## config.mk

```make
export PLATFORM = sky130hd
export DESIGN_NAME = ntfs_data_run_decoder
export DESIGN_NICKNAME = d
export VERILOG_FILES = /design/src/rtl/ndr_pkg.sv /design/src/rtl/ntfs_data_run_decoder.sv /design/src/rtl/ndr_core.sv /design/src/rtl/ndr_out_reg.sv
export SDC_FILE = /design/constraint.sdc
export NUM_CORES = 2
export LEC_CHECK = 0
export ABC_AREA = 0
export BUFFER_PORTS_ARGS = -buffer_cell sky130_fd_sc_hd__buf_2
export CAP_MARGIN = 10
export CORE_MARGIN = 1.5
export CORE_UTILIZATION = 61
export DETAILED_ROUTE_END_ITERATION = 10
export GPL_TIMING_DRIVEN = 0
export HOLD_SLACK_MARGIN = 0.03
export PLACE_DENSITY = 0.81
export SYNTH_ARGS = -nofsm -noshare
export SYNTH_HDL_FRONTEND = slang
export SYNTH_SLANG_ARGS = --single-unit
export TNS_END_PERCENT = 50
```

## constraint.sdc

```tcl
create_clock -name aclk -period 9.09 [get_ports aclk]
set_input_delay 0.909 -clock aclk [delete_from_list [all_inputs] [get_ports aclk]]
set_output_delay 0.909 -clock aclk [all_outputs]
set_load 0.02 [all_outputs]
```

## src/rtl/ndr_pkg.sv

```systemverilog
// shared types and constants for the ntfs data run decoder
`default_nettype none

package ndr_pkg;

    localparam int unsigned BYTE_W  = 8;
    localparam int unsigned ACC_W   = 64;
    localparam int unsigned CNT_W   = 32;
    localparam int unsigned LANES   = ACC_W / BYTE_W;
    localparam logic [3:0]  NIBBLE_MASK = 4'hF;

    typedef enum logic [1:0] {
        PH_HEADER = 2'd0,
        PH_LENGTH = 2'd1,
        PH_OFFSET = 2'd2,
        PH_ENDED  = 2'd3
    } phase_t;

    typedef enum logic [1:0] {
        ST_RUN     = 2'd0,
        ST_END     = 2'd1,
        ST_BAD_LEN = 2'd2,
        ST_BAD_OFF = 2'd3
    } status_t;

    typedef struct packed {
        status_t            status;
        logic [CNT_W-1:0]   run_index;
        logic [ACC_W-1:0]   start_vcn;
        logic [ACC_W-1:0]   abs_lcn;
        logic [ACC_W-1:0]   run_length;
    } result_t;

endpackage

`default_nettype wire

```

## src/rtl/ntfs_data_run_decoder.sv

```systemverilog
// top level of the ntfs runlist data run decoder
//
// slave channel: one runlist byte per transaction, s_tuser marks the first
// byte of a new list and clears all decoding state before that byte.
// master channel: one result per finished run, end marker or size error;
// header, length and offset bytes that do not finish a run give none.
// the step logic updates the state at the accepting edge and the result
// lands in the output register at that same edge, so a result appears on
// the master side in the cycle after the byte that caused it.
// throughput is one byte per cycle; the only limit is the single output
// register, s_tready is low only while it holds a result that m_tready
// does not take in that cycle.
// while the receiver stalls the held result stays on the master side and
// no byte is taken. after reset the state is as at a list start and the
// output register is empty. after an end marker or an error bytes are
// consumed with no result until the next list start.
`default_nettype none

module ntfs_data_run_decoder
    import ndr_pkg::*;
#(
    parameter int unsigned MAX_FIELD_BYTES = 8
) (
    input  wire logic           aclk,
    input  wire logic           aresetn,
    input  wire logic           s_tvalid,
    output logic                s_tready,
    input  wire logic [7:0]     s_tdata,    // data_byte
    input  wire logic [0:0]     s_tuser,    // list_start
    output logic                m_tvalid,
    input  wire logic           m_tready,
    output logic [223:0]        m_tdata,    // run_index, start_vcn, abs_lcn, run_length
    output logic [1:0]          m_tuser     // status
);

    logic    in_accept;
    logic    res_valid;
    logic    can_load;
    result_t res;
    result_t out_res;

    assign in_accept = s_tvalid && s_tready;
    assign s_tready  = can_load;

    ndr_core #(
        .MAX_FIELD_BYTES(MAX_FIELD_BYTES)
    ) u_core (
        .aclk      (aclk),
        .aresetn   (aresetn),
        .in_accept (in_accept),
        .data_byte (s_tdata),
        .list_start(s_tuser[0]),
        .res_valid (res_valid),
        .res       (res)
    );

    ndr_out_reg u_out (
        .aclk     (aclk),
        .aresetn  (aresetn),
        .load     (in_accept && res_valid),
        .load_data(res),
        .take     (m_tvalid && m_tready),
        .can_load (can_load),
        .out_valid(m_tvalid),
        .out_data (out_res)
    );

    assign m_tuser = out_res.status;
    assign m_tdata = {out_res.run_length, out_res.abs_lcn,
                      out_res.start_vcn, out_res.run_index};

endmodule

`default_nettype wire

```

## src/rtl/ndr_core.sv

```systemverilog
// decoding state and per-byte step logic of the data run decoder
`default_nettype none

module ndr_core
    import ndr_pkg::*;
#(
    parameter int unsigned MAX_FIELD_BYTES = 8
) (
    input  wire logic               aclk,
    input  wire logic               aresetn,
    input  wire logic               in_accept,
    input  wire logic [BYTE_W-1:0]  data_byte,
    input  wire logic               list_start,
    output logic                    res_valid,
    output result_t                 res
);

    phase_t             phase_reg, phase_next, e_phase;
    logic [3:0]         len_left_reg, len_left_next, e_len_left;
    logic [3:0]         off_left_reg, off_left_next, e_off_left;
    logic [3:0]         pos_reg, pos_next, e_pos;
    logic [ACC_W-1:0]   len_acc_reg, len_acc_next, e_len_acc;
    logic [ACC_W-1:0]   off_acc_reg, off_acc_next, e_off_acc;
    logic [ACC_W-1:0]   prev_lcn_reg, prev_lcn_next, e_prev_lcn;
    logic [ACC_W-1:0]   next_vcn_reg, next_vcn_next, e_next_vcn;
    logic [CNT_W-1:0]   run_cnt_reg, run_cnt_next, e_run_cnt;
    logic               err_reg, err_next, e_err;

    logic [3:0]         lo, hi, len_dec, off_dec;
    logic [ACC_W-1:0]   len_placed, off_placed, off_final, lcn_sum;
    logic               finish_len, finish_off;

    localparam logic [3:0] MAX_NIB = 4'(MAX_FIELD_BYTES);

    always_comb begin
        // a list start byte sees freshly cleared state
        if (list_start) begin
            e_phase    = PH_HEADER;
            e_len_left = '0;
            e_off_left = '0;
            e_pos      = '0;
            e_len_acc  = '0;
            e_off_acc  = '0;
            e_prev_lcn = '0;
            e_next_vcn = '0;
            e_run_cnt  = '0;
            e_err      = 1'b0;
        end else begin
            e_phase    = phase_reg;
            e_len_left = len_left_reg;
            e_off_left = off_left_reg;
            e_pos      = pos_reg;
            e_len_acc  = len_acc_reg;
            e_off_acc  = off_acc_reg;
            e_prev_lcn = prev_lcn_reg;
            e_next_vcn = next_vcn_reg;
            e_run_cnt  = run_cnt_reg;
            e_err      = err_reg;
        end

        lo      = data_byte[3:0] & NIBBLE_MASK;
        hi      = data_byte[7:4] & NIBBLE_MASK;
        len_dec = e_len_left - 4'd1;
        off_dec = e_off_left - 4'd1;

        len_placed = e_len_acc;
        off_placed = e_off_acc;
        for (int i = 0; i < LANES; i++) begin
            if (e_pos[2:0] == 3'(i)) begin
                len_placed[i*BYTE_W +: BYTE_W] = len_placed[i*BYTE_W +: BYTE_W] | data_byte;
                off_placed[i*BYTE_W +: BYTE_W] = off_placed[i*BYTE_W +: BYTE_W] | data_byte;
            end
        end
        // sign fill above the top offset byte
        off_final = off_placed;
        for (int j = 0; j < LANES; j++) begin
            if (data_byte[BYTE_W-1] && (4'(j) > e_pos)) begin
                off_final[j*BYTE_W +: BYTE_W] = '1;
            end
        end

        finish_len = 1'b0;
        finish_off = 1'b0;

        phase_next    = e_phase;
        len_left_next = e_len_left;
        off_left_next = e_off_left;
        pos_next      = e_pos;
        len_acc_next  = e_len_acc;
        off_acc_next  = e_off_acc;
        err_next      = e_err;

        res_valid      = 1'b0;
        res.status     = ST_RUN;
        res.run_index  = e_run_cnt;
        res.start_vcn  = '0;
        res.abs_lcn    = '0;
        res.run_length = '0;

        if (!e_err && e_phase != PH_ENDED) begin
            case (e_phase)
                PH_HEADER: begin
                    if (data_byte == '0) begin
                        phase_next    = PH_ENDED;
                        res_valid     = 1'b1;
                        res.status    = ST_END;
                        res.start_vcn = e_next_vcn;
                    end else if (lo == 4'd0 || lo > MAX_NIB) begin
                        err_next   = 1'b1;
                        res_valid  = 1'b1;
                        res.status = ST_BAD_LEN;
                    end else if (hi > MAX_NIB || (hi == 4'd0 && e_run_cnt == '0)) begin
                        err_next   = 1'b1;
                        res_valid  = 1'b1;
                        res.status = ST_BAD_OFF;
                    end else begin
                        len_left_next = lo;
                        off_left_next = hi;
                        pos_next      = '0;
                        len_acc_next  = '0;
                        off_acc_next  = '0;
                        phase_next    = PH_LENGTH;
                    end
                end
                PH_LENGTH: begin
                    len_acc_next  = len_placed;
                    len_left_next = len_dec;
                    pos_next      = e_pos + 4'd1;
                    if (len_dec == 4'd0) begin
                        pos_next = '0;
                        if (e_off_left == 4'd0) begin
                            finish_len = 1'b1;
                            phase_next = PH_HEADER;
                        end else begin
                            phase_next = PH_OFFSET;
                        end
                    end
                end
                PH_OFFSET: begin
                    off_acc_next  = off_placed;
                    off_left_next = off_dec;
                    pos_next      = e_pos + 4'd1;
                    if (off_dec == 4'd0) begin
                        off_acc_next = off_final;
                        finish_off   = 1'b1;
                        phase_next   = PH_HEADER;
                        pos_next     = '0;
                    end
                end
                default: begin
                    phase_next = e_phase;
                end
            endcase
        end

        // run completion: the only place that moves lcn, vcn and the count
        if (finish_len) begin
            lcn_sum      = e_prev_lcn + e_off_acc;
            len_acc_next = len_placed;
        end else begin
            lcn_sum = e_prev_lcn + off_final;
        end

        prev_lcn_next = e_prev_lcn;
        next_vcn_next = e_next_vcn;
        run_cnt_next  = e_run_cnt;
        if (finish_len || finish_off) begin
            prev_lcn_next  = lcn_sum;
            next_vcn_next  = e_next_vcn + len_acc_next;
            run_cnt_next   = e_run_cnt + CNT_W'(1);
            res_valid      = 1'b1;
            res.status     = ST_RUN;
            res.start_vcn  = e_next_vcn;
            res.abs_lcn    = lcn_sum;
            res.run_length = len_acc_next;
        end
    end

    always_ff @(posedge aclk) begin
        if (!aresetn) begin
            phase_reg    <= PH_HEADER;
            len_left_reg <= '0;
            off_left_reg <= '0;
            pos_reg      <= '0;
            len_acc_reg  <= '0;
            off_acc_reg  <= '0;
            prev_lcn_reg <= '0;
            next_vcn_reg <= '0;
            run_cnt_reg  <= '0;
            err_reg      <= 1'b0;
        end else if (in_accept) begin
            phase_reg    <= phase_next;
            len_left_reg <= len_left_next;
            off_left_reg <= off_left_next;
            pos_reg      <= pos_next;
            len_acc_reg  <= len_acc_next;
            off_acc_reg  <= off_acc_next;
            prev_lcn_reg <= prev_lcn_next;
            next_vcn_reg <= next_vcn_next;
            run_cnt_reg  <= run_cnt_next;
            err_reg      <= err_next;
        end
    end

    // an ended list never carries a latched error
    assert property (@(posedge aclk) disable iff (!aresetn)
        !(err_reg && phase_reg == PH_ENDED))
        else $error("ndr_core: error latched in ended phase");

    assert property (@(posedge aclk) disable iff (!aresetn)
        (phase_reg == PH_LENGTH) |-> (len_left_reg != 4'd0))
        else $error("ndr_core: length phase with no bytes left");

    assert property (@(posedge aclk) disable iff (!aresetn)
        (phase_reg == PH_OFFSET) |-> (off_left_reg != 4'd0))
        else $error("ndr_core: offset phase with no bytes left");

    assert property (@(posedge aclk) disable iff (!aresetn)
        pos_reg < 4'(LANES))
        else $error("ndr_core: byte position out of range");

endmodule

`default_nettype wire

```

## src/rtl/ndr_out_reg.sv

```systemverilog
// result register between the decode step and the master channel
`default_nettype none

module ndr_out_reg
    import ndr_pkg::*;
(
    input  wire logic     aclk,
    input  wire logic     aresetn,
    input  wire logic     load,
    input  wire result_t  load_data,
    input  wire logic     take,
    output logic          can_load,
    output logic          out_valid,
    output result_t       out_data
);

    logic    valid_reg, valid_next;
    result_t data_reg;

    // a slot frees up in the same cycle its transaction completes
    assign can_load = !valid_reg || take;

    always_comb begin
        valid_next = valid_reg;
        if (take) begin
            valid_next = 1'b0;
        end
        if (load) begin
            valid_next = 1'b1;
        end
    end

    always_ff @(posedge aclk) begin
        if (!aresetn) begin
            valid_reg <= 1'b0;
        end else begin
            valid_reg <= valid_next;
        end
    end

    always_ff @(posedge aclk) begin
        if (load) begin
            data_reg <= load_data;
        end
    end

    assign out_valid = valid_reg;
    assign out_data  = data_reg;

endmodule

`default_nettype wire
```

# After elaboration in Yosys (flattened, before gate mapping)
# Index checks and enable logic that the tools add are counted.
# op_classes
n_addsub	7
reduce_logical	31
eq_ne	10
n_mux	102
bitwise	18
order_cmp	10
# ops
operator	n
64-bit 2-to-1 mux	20
64-bit one-hot mux with 2 select lines	2
64-bit adder	3
192-bit 2-to-1 mux	1
8-bit 2-to-1 mux	24
8-bit OR	16
4-bit 2-to-1 mux	17
32-bit 2-to-1 mux	2
32-bit by 1-bit adder with 32-bit output (second input constant)	1
32-bit logical NOT	1
1-bit 2-to-1 mux	22
4-bit logical NOT	5
2-bit 2-to-1 mux	10
3-bit by 4-bit greater-than comparator with 1-bit output (first input constant)	4
4-bit one-hot mux with 2 select lines	2
1-bit logical AND	13
3-bit == test (second input constant)	4
4-bit one-hot mux with 3 select lines	1
1-bit by 4-bit greater-than comparator with 1-bit output (first input constant)	2
2-bit by 4-bit greater-than comparator with 1-bit output (first input constant)	2
4-bit greater-than comparator (second input constant)	2
8-bit logical NOT	1
4-bit by 1-bit subtractor with 4-bit output (second input constant)	2
3-bit by 2-bit == test with 1-bit output (second input constant)	2
14 further kinds	19
# totals
inputBits	13
regBits	530
out_inout_bits	228
wordCells	195

# Logic depth before layout (Yosys ltp)
# depth
ltp_word	12
mapped_depth	27
depth_no_buf	23

# Modules after synthesis
# From an unflattened synthesis, not the netlist that was laid out.
# unflattened
hier_cells	3521
area_unflattened_um2	30485.5
# by_module_without_submodules
mod	area_per_inst_um2	n_inst	seq_area_each_um2	cells_each
ndr_core	23631.4	1	6065.8	3288
ndr_out_reg	6835.3	1	6806.5	230
ntfs_data_run_decoder	18.8	1	0.0	3

# Worst setup path after synthesis
# No wires, ideal clock.
# synth_path
kind	input to register
from	input port s_tuser
to	register u_out.data_reg, in the netlist u_out.out_data[0] (enable)
setup_ns	0.577
path_slack_ns	0.868
t_arrival_ns	7.645
path_buffers	4
t_required_ns	8.513
stages	14
path_cell_list	inv_1 > clkbuf_1 > clkbuf_1 > nand2_1 > ha_1 > a21oi_1 > o21ai_0 > nor3_1 > buf_2 > a21oi_1 > nor2_1 > buf_2 > a21oi_1 > inv_1
# synth_between
elab_chain_cells	11
elab_cells_between_ends	34
cone_classes	add/sub (2); eq/ne (3); mux (18); reduce/logical (11)
# synth_rtl
item	line	text
start, declared	ntfs_data_run_decoder.sv:29	input wire logic [0:0] s_tuser,
32-bit 2-to-1 mux	ndr_core.sv:37	if (list_start) begin
32-bit logical NOT	ndr_core.sv:112	end else if (hi > MAX_NIB || (hi == 4'd0 && e_run_cnt == '0)) begin
1-bit logical AND	ndr_core.sv:112	
1-bit logical OR	ndr_core.sv:112	
1-bit 2-to-1 mux	ndr_core.sv:112	
1-bit 2-to-1 mux	ndr_core.sv:108	end else if (lo == 4'd0 || lo > MAX_NIB) begin
1-bit 2-to-1 mux	ndr_core.sv:103	if (data_byte == '0) begin
1-bit 2-to-1 mux	ndr_core.sv:101	case (e_phase)
1-bit 2-to-1 mux	ndr_core.sv:100	if (!e_err && e_phase != PH_ENDED) begin
1-bit 2-to-1 mux *	ndr_core.sv:167	if (finish_len || finish_off) begin
1-bit logical AND *	ntfs_data_run_decoder.sv:60	.load (in_accept && res_valid),
net u_out.load	ndr_out_reg.sv:9	input wire logic load,
end signal, assigned	ndr_out_reg.sv:43	data_reg <= load_data;
end, declared	ndr_out_reg.sv:18	result_t data_reg;
# Mark *: on every way through the listed nets, which the timed path passes. The rest lies on a longest branch.
# A chain may end at the register's enable or synchronous reset.

# Worst setup path in the final report
# layout_path
from	input port s_tuser
to	register u_core.next_vcn_reg[63]
# layout_between
elab_chain_cells	12
elab_cells_between_ends	62
cone_classes	add/sub (3); eq/ne (10); mux (30); bitwise (8); reduce/logical (11)
# layout_rtl
item	line	text
32-bit 2-to-1 mux	ndr_core.sv:37	
32-bit logical NOT	ndr_core.sv:112	
1-bit logical AND	ndr_core.sv:112	
1-bit logical OR	ndr_core.sv:112	
64-bit 2-to-1 mux	ndr_core.sv:112	
64-bit 2-to-1 mux	ndr_core.sv:108	
64-bit 2-to-1 mux	ndr_core.sv:103	
64-bit one-hot mux with 2 select lines	ndr_core.sv:101	
64-bit 2-to-1 mux	ndr_core.sv:100	
64-bit 2-to-1 mux *	ndr_core.sv:157	if (finish_len) begin
net u_core.len_acc_next[2]	ndr_core.sv:22	logic [ACC_W-1:0] len_acc_reg, len_acc_next, e_len_acc;
64-bit adder *	ndr_core.sv:169	next_vcn_next = e_next_vcn + len_acc_next;
64-bit 2-to-1 mux *	ndr_core.sv:167	
end signal, assigned	ndr_core.sv:199	next_vcn_reg <= next_vcn_next;
end, declared	ndr_core.sv:25	logic [ACC_W-1:0] next_vcn_reg, next_vcn_next, e_next_vcn;
# Marks and branches as above.

==> metrics.md <==
| Metric | Value |
|---|---|
| Status | finished clean |
| Worst slew pin tran | 1340 ps |
| Synth unique cells | 88 |
| Total Routed Length | 106 mm |
| P_leak | approximately 14 nW |
| Total number of vias | 29.5k |
| Clock Skew | roughly 21 ps |
| H-tree depth | 2 |
| VDD IR-drop max | ~0.14 mV |
| Power Dens Cells | 166 nW/um^2 |
| Setup TNS | 0 ps |
| Clock sink count | between 500 and 600 |
| DP HPWL | 77.5 mm |
| Largest net degree at the start of global routing | between 100 and 150 |
| Max reg flops | 226 |
| CTS tree | built |
| Reg2Reg Depth | 22 |
| Startpoint types | input pin |
| Dpl cells | roughly 4.6k |
| Final worst path period share | 97.4% |
| WS Path Type | input pin to flip-flop |
| Most frequent cells in the layout | nand2_1 (501), a21oi_1 (319), dfxtp_1 (304), nor2b_1 (286), buf_2 (245) |
| # setup viols final | 0 |
| TritonRoute pass-1 iters | 6 |
| Hold-fix buffers, CTS | 0 |
| EDFF count, synth | 226 |
| FILL cells | approximately 4.2k |
| Maximum clock rate | around 110 MHz |
| Final core utilization | a little over two thirds |
| Worst skew pair latency | 630 ps |
| Commonest non-fill, non-tap cell in the layout | nand2_1 |
| Synth Area in Simple Gates | between 20 and 25% |
| Core Region | 50,300 um^2 |
| Grt total ovfl | 0 |
| Hold WS | between 400 and 500 ps |
| Slowest Stage Delay on Critical Path | roughly 670 ps |
| Dpl ws | -846 ps |
| Post-Syn Nets | about 3.8k |
| Minimum clock period | ~9000 ps |
| Slew headroom | around a tenth |
| Share of cells above drive strength 1 | 9.94% |
| Crit path arrival time | around 9400 ps |
| Post-CTS setup buffers | 0 |
| Compound-cell area share of the yosys netlist | a little under a quarter |
| Port Buffers | ~240 |
| Xor/xnor cell area share of the yosys netlist | 3.91% |
| Clock-pin transition on the worst setup and hold timing paths | roughly 60 ps |
| First-pass GRT wire length | approximately 160 mm |
| Hold Crit Class | flip-flop to flip-flop |
| Fin cells | 4,661 |
| Area post-placement | 33,200 um^2 |
| CTS Buf Count | 57 |
| Slowest cell on crit path | buf_1 |
| Ports | around 240 |
| Row cnt | 82 |
| Top_reg_cell synth | dfxtp_1 |
| Total Routing Usage GR | about two fifths |
| Post-synthesis sequential element count | 530 |
| DIE WIDTH | around 230 um |
| Fraction of synthesized area in multiplexers | 0% |
| CTS Root Buffer Type | clkbuf_16 |
| Critical path fanouts, max | 19 |
| Mapped Cells | ~3.6k |
| Worst Hold Launch | u_core.prev_lcn_reg[57]$_SDFFE_PN0P_ |
| DR WL/cell | roughly 23 um |
| # DRC | 0 |
| Most frequent CP cell | a21oi_1 |
| Setup ws final | ~240 ps |
| PnR Total Power | slightly below 6 mW |
| Synth-to-Final Area Change | 13.4% |
| Mapped Area | about 31,000 um^2 |
| Final hold vios | 0 |
| Starting density of the core | around 62% |
| Reg-to-Reg End | u_core.next_vcn_reg[63]$_SDFFE_PN0P_ |
| Worst Path Required | just under 10,000 ps |
| Hold EP | u_core.prev_lcn_reg[57]$_SDFFE_PN0P_ |
| Initial DRC Count | 3,876 |
| Final net count | about 4.1k |
| Routability congestion estimate | about 1.0 |
| Die area | roughly 52,000 um^2 |
| Final Cell Area | approximately 35,000 um^2 |
| CTS Buffer Depth | 3 |
| Yosys warning total | 0 |
| CTS resizes | 2 |
| Unrepaired setup endpoints after global routing | no |
| CP endpoint kind | flip-flop |
| Post-synthesis adder-cell area fraction | 5.68% |
| CP top delay family | compound AO/OA/AOI/OAI gates |
| Chip height | 229 um |
| Max Cap Violations | 0 |
| Sequential share of the synthesized area | about two fifths |
| Main combinational cell family by area after synthesis | compound AO/OA/AOI/OAI gates |
| Residual antenna-violating net count after detailed routing | 0 |
| FFs w/ async S/R, synth | 0% |
| Vias in the first global route | roughly 27k |
| Vias per cell | around 6.3 |
| Start of the worst register-to-register path | u_core.run_cnt_reg[26]$_SDFFE_PN0P_ |
| Worst hold stages | 2 |
| Initial antenna violation count | 6 |
| Slew Limit Fails | 0 |
| Setup slack, reg-to-reg | around 1700 ps |
| Synth Area per Inst | approximately 8.5 um^2 |
| Crit path buffers/inverters | 7 |
==> report_power, final <==
| part | switching [mW] | internal, mW |
|---|---|---|
| sequential | 0.0275 | 2.57 |
| clock | 1.03 | 1.58 |
| combinational | 0.485 | 0.153 |
==> kinds of logic after synthesis <==
group / after synthesis
and+or+nand+nor: 1412
AOI/OAI and AO/OA: 1086
DFF: 530
adders and majority gates: 140
buffers and inverters: 333
xor gates and xnor gates: 139
==> how the worst max path moves through the flow <==
stage | depth (start not counted) | slack (ps) | end | from
after floorplan | 14 | 870 | u_out.out_data[0]$_SDFFCE_PP0P_ | s_tuser
after global placement | 15 | -3250 | u_out.out_data[170]$_DFFE_PP_ | s_tuser
after detailed placement | 27 | -850 | u_core.next_vcn_reg[63]$_SDFFE_PN0P_ | s_tuser
after CTS | 27 | 200 | u_core.next_vcn_reg[63]$_SDFFE_PN0P_ | s_tuser
after global routing | 26 | 40 | u_core.next_vcn_reg[63]$_SDFFE_PN0P_ | s_tuser
final | 26 | 240 | u_core.next_vcn_reg[63]$_SDFFE_PN0P_ | s_tuser
==> final cells by class <==
type	count	area [um^2]	area share [%]
sequential	530	12900	36.5
clock inverter	38	563	1.60
antenna	6	15.0	0.0426
timing repair buffer	239	1220	3.46
inverter	66	255	0.723
tap	672	841	2.38
buffer	266	1020	2.89
clock buffer	67	1500	4.26
multi-input combinational	2777	17000	48.2
==> worst reg2reg max path, stage by stage, from the launching register on <==
cell	delay (ps)
dfxtp_1	350
nor4_1	390
nand4_1	250
o21ai_0	830
a311oi_4	370
nand2b_1	250
nor2_1	180
nor2_1	310
clkbuf_1	470
a22oi_1	300
inv_1	130
ha_1	230
o21ai_0	120
o31a_1	310
or3_1	380
a21oi_1	300
o211ai_1	360
a21oi_1	370
a41o_1	300
a21oi_1	120
xor2_1	600
a21oi_1	170
o21a_1	210
==> cell usage after synthesis, types with 6 or more instances <==
master       n  area share [%]
o22ai_1      6            0.12
a32oi_1     14            0.39
o211a_1     15            0.48
nor3b_1      7            0.17
edfxtp_1   226              22
nand2b_1    19            0.38
nor2b_1    286             5.7
a31o_2       7            0.20
xor2_1      63             1.8
a32o_1       7            0.23
nand3_1     47            0.76
nor2_1     239             2.9
clkbuf_1   233             2.8
nand4_1     38            0.76
buf_2        8            0.13
a21o_1      60             1.4
a31oi_1     78             1.6
o21ai_0    221             3.6
nor4_1      14            0.28
o21ai_1     10            0.16
inv_1       66            0.80
a22o_1      22            0.62
a21boi_0    77             1.9
o31a_1       6            0.17
o31ai_1      8            0.19
nand2_1    501             6.0
o2bb2ai_1   19            0.53
a21oi_1    319             5.1
and3_1      25            0.50
buf_1       23            0.28
dfxtp_1    304              20
a22oi_1     77             1.9
o211ai_1     9            0.22
a211oi_1    26            0.63
ha_1       138             5.5
xnor2_1     76             2.1
o21bai_1    29            0.70
and2_1     182             3.7
o21a_1      17            0.41
nor3_1      29            0.47
==> per-layer routing <==
metal	global-route usage (%)	up-vias	wire, um
met4	17.3	2	4760
met3	8.72	305	12400
met5	0	-	11
li1	-	13500	-
met1	54.0	13900	43400
met2	58.5	1742	45200
(Power assumes the default switching activity.)
